**config.mk**
```make
export PLATFORM = sky130hd
export DESIGN_NAME = sensor_serial_port_master_core
export DESIGN_NICKNAME = d
export VERILOG_FILES = /design/src/design/ssp_pkg.sv /design/src/design/sensor_serial_port_master_core.sv /design/src/design/ssp_engine.sv
export SDC_FILE = /design/constraint.sdc
export NUM_CORES = 1
export LEC_CHECK = 0
export BUFFER_PORTS_ARGS = -buffer_cell sky130_fd_sc_hd__buf_2
export CAP_MARGIN = 20
export CORE_ASPECT_RATIO = 1.25
export CORE_MARGIN = 4
export CORE_UTILIZATION = 50
export DETAILED_ROUTE_END_ITERATION = 8
export PLACE_DENSITY = 0.74
export SYNTH_ARGS = -nofsm -noshare
export SYNTH_HDL_FRONTEND = slang
export SYNTH_SLANG_ARGS = --single-unit
export TNS_END_PERCENT = 100
```
**constraint.sdc**
```tcl
create_clock -name clk -period 5.1 [get_ports clk]
set_input_delay 0.51 -clock clk [delete_from_list [all_inputs] [get_ports clk]]
set_output_delay 0.51 -clock clk [all_outputs]
set_load 0.05 [all_outputs]
```
**src/design/ssp_pkg.sv**
```systemverilog
package ssp_pkg;

	localparam int ADDRESS_BITS = 7;
	localparam int DATA_BITS    = 8;
	localparam int TICK_W       = 8;
	localparam int FRAME_BITS   = 1 + ADDRESS_BITS + DATA_BITS;
	localparam int SEND_BITS    = 1 + ADDRESS_BITS;
	localparam int BIT_IDX_W    = $clog2(FRAME_BITS + 1);
	localparam int SHIFT_IDX_W  = $clog2(FRAME_BITS);

	localparam logic [BIT_IDX_W-1:0] FRAME_BITS_C = BIT_IDX_W'(FRAME_BITS);
	localparam logic [BIT_IDX_W-1:0] SEND_BITS_C  = BIT_IDX_W'(SEND_BITS);
	localparam logic [SHIFT_IDX_W-1:0] LAST_BIT_C = SHIFT_IDX_W'(FRAME_BITS - 1);

	localparam int CFG_INDEX_W = 2;
	localparam logic [CFG_INDEX_W-1:0] REG_SETUP_TICKS = 2'd0;
	localparam logic [CFG_INDEX_W-1:0] REG_LOW_TICKS   = 2'd1;
	localparam logic [CFG_INDEX_W-1:0] REG_HIGH_TICKS  = 2'd2;

	localparam logic [TICK_W-1:0] SETUP_TICKS_RST = 8'd5;
	localparam logic [TICK_W-1:0] LOW_TICKS_RST   = 8'd10;
	localparam logic [TICK_W-1:0] HIGH_TICKS_RST  = 8'd10;

	localparam logic [1:0] PH_IDLE  = 2'd0;
	localparam logic [1:0] PH_SETUP = 2'd1;
	localparam logic [1:0] PH_LOW   = 2'd2;
	localparam logic [1:0] PH_HIGH  = 2'd3;

	// first member lands in the highest bits
	typedef struct packed {
		logic                  data_pin_in;
		logic [DATA_BITS-1:0]  write_data;
		logic [ADDRESS_BITS-1:0] address;
		logic                  action;
		logic                  start_req;
	} item_t;

	typedef struct packed {
		logic signed [DATA_BITS-1:0] read_value;
		logic                        done_res;
		logic                        busy_res;
		logic                        data_drive_enable;
		logic                        data_out;
		logic                        serial_clock;
	} result_t;

	localparam int ITEM_W   = $bits(item_t);
	localparam int RESULT_W = $bits(result_t);
	localparam int IN_TDATA_W  = ((ITEM_W + 7) / 8) * 8;
	localparam int OUT_TDATA_W = ((RESULT_W + 7) / 8) * 8;

endpackage

```
**src/design/sensor_serial_port_master_core.sv**
```systemverilog
// channel  dir  signals                        payload
// s        in   s_tvalid s_tready s_tdata      one tick: start, direction, address, data, pin
// m        out  m_tvalid m_tready m_tdata      pin levels, busy, done, read byte
// cfg      in   cfg_we cfg_index cfg_data      tick lengths of setup, low and high phases
//
// one transfer on s gives exactly one transfer on m, from the registered output buffer.
// a new tick is taken every cycle while the skid entry is empty; timing state and the output buffer update together.
// a two-entry output buffer lets s take one more tick while m stalls.
// reset puts the port idle (clock high, data released) with default tick lengths.
module sensor_serial_port_master_core (
	input  logic                                  clk,
	input  logic                                  arst_n,
	input  logic                                  cfg_we,
	input  logic [ssp_pkg::CFG_INDEX_W-1:0]       cfg_index,
	input  logic [ssp_pkg::TICK_W-1:0]            cfg_data,
	input  logic                                  s_tvalid,
	output logic                                  s_tready,
	// start_req, action, address[7], write_data[8], data_pin_in, zero pad
	input  logic [ssp_pkg::IN_TDATA_W-1:0]        s_tdata,
	output logic                                  m_tvalid,
	input  logic                                  m_tready,
	// serial_clock, data_out, data_drive_enable, busy_res, done_res, read_value[8], zero pad
	output logic [ssp_pkg::OUT_TDATA_W-1:0]       m_tdata
);

	logic             in_fire;
	ssp_pkg::item_t   item;
	ssp_pkg::result_t res;
	ssp_pkg::result_t out_q, skid_q;
	logic             out_valid_q, skid_valid_q;

	assign item     = ssp_pkg::item_t'(s_tdata[ssp_pkg::ITEM_W-1:0]);
	assign s_tready = !skid_valid_q;
	assign in_fire  = s_tvalid && s_tready;

	ssp_engine u_engine (
		.clk       (clk),
		.arst_n    (arst_n),
		.cfg_we    (cfg_we),
		.cfg_index (cfg_index),
		.cfg_data  (cfg_data),
		.step      (in_fire),
		.item      (item),
		.result    (res)
	);

	always_ff @(posedge clk or negedge arst_n) begin
		if (!arst_n) begin
			out_valid_q  <= 1'b0;
			skid_valid_q <= 1'b0;
		end else if (!out_valid_q || m_tready) begin
			if (skid_valid_q) begin
				out_valid_q  <= 1'b1;
				skid_valid_q <= 1'b0;
			end else begin
				out_valid_q <= in_fire;
			end
		end else if (in_fire) begin
			skid_valid_q <= 1'b1;
		end
	end

	always_ff @(posedge clk) begin
		if (!out_valid_q || m_tready) begin
			if (skid_valid_q)
				out_q <= skid_q;
			else if (in_fire)
				out_q <= res;
		end else if (in_fire) begin
			skid_q <= res;
		end
	end

	assign m_tvalid = out_valid_q;
	assign m_tdata  = {{(ssp_pkg::OUT_TDATA_W - ssp_pkg::RESULT_W){1'b0}}, out_q};

endmodule

```
**src/design/ssp_engine.sv**
```systemverilog
module ssp_engine (
	input  logic                                  clk,
	input  logic                                  arst_n,
	input  logic                                  cfg_we,
	input  logic [ssp_pkg::CFG_INDEX_W-1:0]       cfg_index,
	input  logic [ssp_pkg::TICK_W-1:0]            cfg_data,
	input  logic                                  step,
	input  ssp_pkg::item_t                        item,
	output ssp_pkg::result_t                      result
);

	logic [ssp_pkg::TICK_W-1:0] setup_ticks_q, low_ticks_q, high_ticks_q;

	logic [1:0]                           phase_q, phase_n;
	logic [ssp_pkg::BIT_IDX_W-1:0]        bit_idx_q, bit_idx_n, bit_idx_inc;
	logic [ssp_pkg::TICK_W-1:0]           tick_q, tick_n, plen_raw, plen;
	logic [ssp_pkg::FRAME_BITS-1:0]       out_shift_q, out_shift_n;
	logic [ssp_pkg::DATA_BITS-1:0]        in_shift_q, in_shift_n;
	logic                                 is_write_q, is_write_n;
	logic                                 old_drv, new_drv, done;
	logic [ssp_pkg::DATA_BITS-1:0]        rv;
	logic [ssp_pkg::SHIFT_IDX_W-1:0]      sh;

	always_ff @(posedge clk or negedge arst_n) begin
		if (!arst_n) begin
			setup_ticks_q <= ssp_pkg::SETUP_TICKS_RST;
			low_ticks_q   <= ssp_pkg::LOW_TICKS_RST;
			high_ticks_q  <= ssp_pkg::HIGH_TICKS_RST;
		end else if (cfg_we) begin
			case (cfg_index)
				ssp_pkg::REG_SETUP_TICKS: setup_ticks_q <= cfg_data;
				ssp_pkg::REG_LOW_TICKS:   low_ticks_q   <= cfg_data;
				ssp_pkg::REG_HIGH_TICKS:  high_ticks_q  <= cfg_data;
				default: ;
			endcase
		end
	end

	always_comb begin
		case (phase_q)
			ssp_pkg::PH_SETUP: plen_raw = setup_ticks_q;
			ssp_pkg::PH_LOW:   plen_raw = low_ticks_q;
			default:           plen_raw = high_ticks_q;
		endcase
		plen = (plen_raw == '0) ? ssp_pkg::TICK_W'(1) : plen_raw;
	end

	assign old_drv     = is_write_q || (bit_idx_q < ssp_pkg::SEND_BITS_C);
	assign bit_idx_inc = bit_idx_q + ssp_pkg::BIT_IDX_W'(1);

	always_comb begin
		phase_n     = phase_q;
		bit_idx_n   = bit_idx_q;
		tick_n      = tick_q;
		out_shift_n = out_shift_q;
		in_shift_n  = in_shift_q;
		is_write_n  = is_write_q;
		done        = 1'b0;
		rv          = '0;
		if (phase_q == ssp_pkg::PH_IDLE) begin
			if (item.start_req) begin
				is_write_n  = item.action;
				out_shift_n = {item.action, item.address, item.write_data};
				in_shift_n  = '0;
				bit_idx_n   = '0;
				phase_n     = ssp_pkg::PH_SETUP;
				tick_n      = ssp_pkg::TICK_W'(1);
			end
		end else if (tick_q < plen) begin
			tick_n = tick_q + ssp_pkg::TICK_W'(1);
		end else begin
			tick_n = ssp_pkg::TICK_W'(1);
			case (phase_q)
				ssp_pkg::PH_SETUP: phase_n = ssp_pkg::PH_LOW;
				ssp_pkg::PH_LOW:   phase_n = ssp_pkg::PH_HIGH;
				default: begin
					if (!old_drv)
						in_shift_n = {in_shift_q[ssp_pkg::DATA_BITS-2:0], item.data_pin_in};
					bit_idx_n = bit_idx_inc;
					if (bit_idx_inc >= ssp_pkg::FRAME_BITS_C) begin
						done      = 1'b1;
						rv        = is_write_q ? '0 : in_shift_n;
						phase_n   = ssp_pkg::PH_IDLE;
						bit_idx_n = '0;
						tick_n    = '0;
					end else begin
						phase_n = ssp_pkg::PH_SETUP;
					end
				end
			endcase
		end
	end

	// output levels reflect the state after this tick
	assign new_drv = is_write_n || (bit_idx_n < ssp_pkg::SEND_BITS_C);
	assign sh      = ssp_pkg::LAST_BIT_C - bit_idx_n[ssp_pkg::SHIFT_IDX_W-1:0];

	always_comb begin
		result.done_res   = done;
		result.read_value = rv;
		if (phase_n == ssp_pkg::PH_IDLE) begin
			result.serial_clock      = 1'b1;
			result.data_out          = 1'b0;
			result.data_drive_enable = 1'b0;
			result.busy_res          = 1'b0;
		end else begin
			result.serial_clock      = (phase_n != ssp_pkg::PH_LOW);
			result.data_out          = new_drv & out_shift_n[sh];
			result.data_drive_enable = new_drv;
			result.busy_res          = 1'b1;
		end
	end

	always_ff @(posedge clk or negedge arst_n) begin
		if (!arst_n) begin
			phase_q     <= ssp_pkg::PH_IDLE;
			bit_idx_q   <= '0;
			tick_q      <= '0;
			out_shift_q <= '0;
			in_shift_q  <= '0;
			is_write_q  <= 1'b0;
		end else if (step) begin
			phase_q     <= phase_n;
			bit_idx_q   <= bit_idx_n;
			tick_q      <= tick_n;
			out_shift_q <= out_shift_n;
			in_shift_q  <= in_shift_n;
			is_write_q  <= is_write_n;
		end
	end

endmodule

```
After elaboration in Yosys (flattened, before gate mapping)
Cells that the tools add are included.
{ "totals": {"reg_bits": 92} }
{ "classes": {"n_addsub": 3, "magnitude_cmp": 5, "eq_ne": 8, "n_mux": 43, "bitwise": 2, "n_reduce_logical": 20} }
{ "ops": {"columns": ["op", "n"], "rows": [
  ["$mux W8", 15],
  ["$mux W16", 2],
  ["$mux W13", 2],
  ["$mux W5", 5],
  ["$pmux W8 S2", 1],
  ["$mux W1", 12],
  ["$reduce_and A2 Y1", 6],
  ["$lt A5 B4 Y1 const B", 2],
  ["$add A8 B1 Y8 const B", 1],
  ["$logic_not A8 Y1", 1],
  ["$lt A8 B8 Y1", 1],
  ["$logic_not A2 Y1", 3],
  ["$mux W2", 3],
  ["$add A5 B1 Y5 const B", 1],
  ["$ge A5 B5 Y1 const B", 1],
  ["$lt A4 B5 Y1 const B", 1],
  ["$bmux W1 S4", 1],
  ["$eq A2 B1 Y1 const B", 2],
  ["$eq A2 B2 Y1 const B", 2],
  ["$mux W4", 1],
  ["$ne A2 B1 Y1 const B", 2],
  ["$ne A2 B2 Y1 const B", 2],
  ["$pmux W2 S2", 1],
  ["$reduce_and A4 Y1", 1],
  ["other kinds (8)", 12]
]} }

Longest topological paths before layout
{ "logic_depth": {"word_depth": 14, "mapped_depth": 19} }

Cells and area by module
From an unflattened synthesis, not the netlist that was laid out.
{ "unflattened": {"hier_cells": 462, "hier_area_um2": 5061.1} }
{ "modules_own_cells": {"columns": ["module", "n_inst", "cells_per_inst", "area_per_inst_um2", "seq_area_each_um2"], "rows": [
  ["ssp_engine", 1, 407, 3956.3, 1609.0],
  ["sensor_serial_port_master_core", 1, 55, 1104.8, 830.8]
]} }

Least setup slack after synthesis
OpenSTA, ideal clock, no wires.
{ "synth_path": {"kind": "register -> register", "from": "register u_engine.phase_q[0]", "to": "register out_q, in the netlist m_tdata[1], data pin", "setup_ns": 0.267, "t_arrival_ns": 3.418, "path_slack_ns": 1.415, "stages_incl_launch_ff": 19, "cell_sequence": "dfrtp_1 > inv_1 > ha_1 > buf_4 > mux2i_1 > ha_1 > a211o_1 > a21oi_1 > nand2_1 > nor4_4 > or3_4 > buf_8 > buf_12 > nand2_1 > o21ai_1 > o22ai_1 > o311ai_0 > o31a_1 > o31ai_1"} }
{ "synth_between": {"elab_chain_cells": 14, "elab_cells_between_ends": 27, "cone_classes": "1 x add/sub; 2 x order compare; 2 x eq/ne; 16 x mux; 1 x bitwise; 5 x reduce/logical"} }
{ "synth_lines": {"columns": ["item", "line", "rtl"], "rows": [
  ["start: declaration", "ssp_engine.sv:14", "logic [1:0] phase_q, phase_n;"],
  ["start signal: assignment", "ssp_engine.sv:116", "phase_q <= ssp_pkg::PH_IDLE;"],
  ["start signal: assignment", "ssp_engine.sv:123", "phase_q <= phase_n;"],
  ["$eq A2 B2 Y1 / $eq A2 B1 Y1 (equally long branches)", "ssp_engine.sv:40, ssp_engine.sv:73", null],
  ["$pmux W8 S2", "ssp_engine.sv:40", "case (phase_q)"],
  ["$logic_not A8 Y1", "ssp_engine.sv:45", "plen = (plen_raw == '0) ? ssp_pkg::TICK_W'(1) : plen_raw;"],
  ["$mux W8", "ssp_engine.sv:45", null],
  ["$lt A8 B8 Y1", "ssp_engine.sv:69", "end else if (tick_q < plen) begin"],
  ["$mux W5", "ssp_engine.sv:69", null],
  ["$mux W5", "ssp_engine.sv:60", "if (phase_q == ssp_pkg::PH_IDLE) begin"],
  ["$sub A4 B4 Y4", "ssp_engine.sv:96", "assign sh = ssp_pkg::LAST_BIT_C - bit_idx_n[ssp_pkg::SHIFT_IDX_W-1:0];"],
  ["$bmux W1 S4", "ssp_engine.sv:108", "result.data_out = new_drv & out_shift_n[sh];"],
  ["$mux W1 (not written as such)", "ssp_engine.sv:108", null],
  ["$and A1 B1 Y1", "ssp_engine.sv:108", null],
  ["$mux W4 (*)", "ssp_engine.sv:101", "if (phase_n == ssp_pkg::PH_IDLE) begin"],
  ["$mux W13 (*)", "sensor_serial_port_master_core.sv:67", "else if (in_fire)"],
  ["$mux W13 (*)", "sensor_serial_port_master_core.sv:65", "if (skid_valid_q)"],
  ["end signal: assignment", "sensor_serial_port_master_core.sv:66", "out_q <= skid_q;"],
  ["end signal: assignment", "sensor_serial_port_master_core.sv:68", "out_q <= res;"],
  ["end: declaration", "sensor_serial_port_master_core.sv:29", "ssp_pkg::result_t out_q, skid_q;"]
]} }
Mark *: on every way between the ends. The rest lies on a longest branch, timed or not. The select of a mux whose other input is x is not followed.
A chain may end at the register's enable or synchronous reset.

Final worst setup path
{ "layout_path": {"from": "register u_engine.phase_q[1]", "to": "register out_q, in the netlist m_tdata[1], data pin"} }
The elaborated chain is that of the path after synthesis.

==> metrics.md <==
| Metric | Value |
|---|---|
| Status | completed |
| CTS buffer count | 9 |
| Global route overflow | 0 |
| Routability-driven placement congestion ratio | 0.803 |
| Via Count | 3747 |
| Flip-flop and latch count after synthesis | 92 |
| Fraction of registers with async set/reset | 71.7% |
| Port Buffers | 47 |
| Most common cell after layout, fill and taps aside | nand2_1 |
| Synth warnings | 0 |
| WP depth | 14 |
| DRT iter0 DRCs | 288 |
| Clk_lat worst skew | 0.34 ns |
| Most frequent cells in the layout | nand2_1 (64), dfrtp_1 (60), mux2_2 (53) |
| Sink Count | 92 |
| Setup slack at placement | 0.609 ns |
| Syn Inst Count | 470 |
| Reg2Reg Depth | 14 |
| Worst-Margin Slew | 0.993 ns |
| # diodes | 0 |
| Detail Route Antenna Nets | 0 |
| Post-DR vias/cell | 5.85 |
| Max-slew violation count | 0 |
| Crit Reg-Reg Startpoint | u_engine.phase_q[1] |
| Vias in the first global route | 3664 |
| Reg2Reg Capture Point | m_tdata[1] |
| Clock buffer depth | 2 |
| R2R setup slack | 0.57 ns |
| Crit path buf inv count | 1 |
| Cts hold-fix bufs | 0 |
| Antenna violations before repair | 0 |
| Top FF cell, synth | dfrtp_1 |
| Post-synth EDFFs | 26 |
| Setup CP Type | reg2reg |
| Row count | 40 |
| Initial core utilization | 51.9% |
| CP delay by family, top | compound AO/OA/AOI/OAI gates |
| Largest net degree at the start of global routing | 67 |
| Hpwl dp | 7140 µm |
| Core area | 9710 µm² |
| Static Leak | 2.47 nW |
| Worst setup EP type | register |
| Avg Inst Size Synth | 10.7 µm² |
| Fin. Hold Viols | 0 |
| Nets | 561 |
| CTS resizes | 0 |
| Final setup viols | 0 |
| Arrival @ worst endpoint | 4.59 ns |
| Critical path peak fanout | 22 |
| Seq/Total Area, Yosys | 48.4% |
| Multi-input gate area | 2430 µm² |
| Storage cell area | 2440 µm² |
| WL final | 10000 µm |
| Clk_skew | 0.00511 ns |
| # IOs | 57 |
| Die W | 97.8 µm |
| Area of the mapped netlist | 5040 µm² |
| DR WL/cell | 15.6 µm |
| Area Overhead vs Synth | 10.9% |
| Max Cap Viol | 0 |
| Reg clk slew, reported paths | 0.06 ns |
| Critical Path Start Type | register |
| Initial DRT Pass Iterations | 4 |
| Htree depth | 3 |
| DRC viols | 0 |
| Max stage delay on crit path | 0.62 ns |
| Global-route wire length before repair | 17000 µm |
| Final min period | 4.53 ns |
| Crit path required time | 5.17 ns |
| TritonCTS clock tree | built |
| Crit-path cells | inv_1, ha_1, mux2i_1, ha_1, a211o_1, a21oi_1, nand2_1, nor4_4, or3_4, nand2_1, a31oi_2, a21oi_1, o311ai_1, o31ai_1 |
| Fraction of the cycle the final worst path needs | 88.8% |
| Setup Fix Bufs, Post-CTS | 0 |
| GRT Overall Usage | 17.6% |
| Die H | 120 µm |
| CP max stage cell | ha_1 |
| Fillers | 868 |
| Unrepaired setup endpoints after global routing | false |
| PwrDens | 473 nW/µm² |
| Min-delay worst type | in2async |
| DIE AREA | 11800 µm² |
| Share of cells above drive strength 1 | 26.6% |
| Worst relative slew slack | 33.5% |
| Peak VDD IR | 0.243 mV |
| Root buf cell | clkbuf_16 |
| Worst setup margin | 0.573 ns |
| Cell variety after synth | 63 |
| Setup TNS | 0 ns |
| Fmax | 221 MHz |
-- state kept, by name, summed over array words and instances, names as in the netlist --
register	count
u_engine.setup_ticks_q	8
u_engine.phase_q	2
u_engine.high_ticks_q	8
m_tdata	13
skid_q	13
u_engine.tick_q	8
u_engine.is_write_q	1
skid_valid_q	1
u_engine.in_shift_q	8
u_engine.low_ticks_q	8
u_engine.bit_idx_q	5
u_engine.out_shift_q	16
m_tvalid	1
-- Yosys cell counts (2+ instances only) --
| library cell | n | area share (%) |
|---|---|---|
| a21boi_0 | 8 | 1.2 |
| o22ai_1 | 3 | 0.37 |
| o31ai_1 | 7 | 1.0 |
| o2111ai_1 | 2 | 0.35 |
| nand2_1 | 64 | 4.8 |
| xnor2_1 | 2 | 0.35 |
| nand2b_1 | 8 | 0.99 |
| nand3b_1 | 3 | 0.45 |
| nor2_4 | 2 | 0.45 |
| clkbuf_1 | 10 | 0.74 |
| nor2_1 | 24 | 1.8 |
| inv_1 | 8 | 0.60 |
| a211o_1 | 2 | 0.35 |
| mux2_2 | 53 | 12 |
| dfstp_2 | 6 | 3.1 |
| a21oi_1 | 24 | 2.4 |
| mux2i_1 | 19 | 3.8 |
| buf_1 | 4 | 0.30 |
| nand3_1 | 12 | 1.2 |
| o311ai_0 | 2 | 0.35 |
| buf_4 | 4 | 0.60 |
| o31a_1 | 2 | 0.35 |
| dfrtp_1 | 60 | 30 |
| ha_1 | 12 | 3.0 |
| or3_1 | 2 | 0.25 |
| a211oi_1 | 3 | 0.45 |
| and3_1 | 3 | 0.37 |
| o21ai_0 | 29 | 2.9 |
| edfxtp_1 | 26 | 15 |
| o21a_1 | 5 | 0.74 |
| nand4_1 | 5 | 0.62 |
| o211ai_1 | 3 | 0.45 |
| buf_2 | 4 | 0.40 |
| a31oi_1 | 2 | 0.25 |
| o21ai_1 | 3 | 0.30 |
| nor2b_1 | 6 | 0.74 |
| nor3_1 | 3 | 0.30 |
| a22o_1 | 8 | 1.4 |
| nor4_1 | 3 | 0.37 |
-- cells by family (layout without fill, tap and decap cells) --
| family | count (synthesis) | after routing | synth area share (%) |
|---|---|---|---|
| multiplexers | 72 | 72 | 15.6 |
| adder cells (fa/ha/maj) | 12 | 12 | 2.98 |
| flip-flops | 92 | 92 | 48.4 |
| other | 1 | 3 | 0.0744 |
| buffers and inverters | 34 | 77 | 3.62 |
| AND/OR/NAND/NOR | 142 | 142 | 13.6 |
| XOR/XNOR | 2 | 2 | 0.347 |
| AO/OA/AOI/OAI | 115 | 115 | 15.4 |
-- stage by stage --
step	total power [W]	hold WS (ns)	cells	utilization, %	instance area, µm²
2_1_floorplan	0.00184	0.214	472	-	5050
3_3_place_gp	0.00201	0.464	625	54.9	5330
3_5_place_dp	0.00207	0.472	625	54.9	5330
4_1_cts	0.00266	0.385	641	57.6	5590
5_1_grt	0.00283	0.393	641	57.6	5590
6_report	0.00265	0.351	641	57.6	5590
-- routing by layer --
layer / up-vias / global-route usage [%] / routed length (µm)
met5: - / 0 / 0
met4: 0 / 6.15 / 142
met3: 12 / 3.40 / 525
met2: 100 / 29.8 / 5050
met1: 1836 / 22.4 / 4290
li1: 1799 / - / -
-- cell type report --
cell class	instances	area share, %
flip-flops and latches	92	43.6
repair buffers	52	4.88
multi-input cells	346	43.4
clock inverters	6	0.559
inverters	9	0.604
well taps	126	2.82
clock buffers	10	4.09
-- worst max path at each step --
stage	start	to	slack, ns
after floorplan	u_engine.phase_q[0]	m_tdata[1]	1.42
after global placement	u_engine.phase_q[1]	m_tdata[1]	0.82
after detailed placement	u_engine.phase_q[1]	m_tdata[1]	0.61
after CTS	u_engine.phase_q[1]	m_tdata[1]	0.58
after global routing	u_engine.phase_q[1]	m_tdata[1]	0.30
final	u_engine.phase_q[1]	m_tdata[1]	0.57
-- where the power goes --
group          leakage, nW  internal (W)  switching [W]  total (W)
logic                 1.31      0.000434       0.000562   0.000996
clock network        0.131      0.000325       0.000262   0.000587
registers             1.03      0.000933       0.000132    0.00106
total                 2.47       0.00169       0.000956    0.00265
Power figures use the tool's default switching activity.
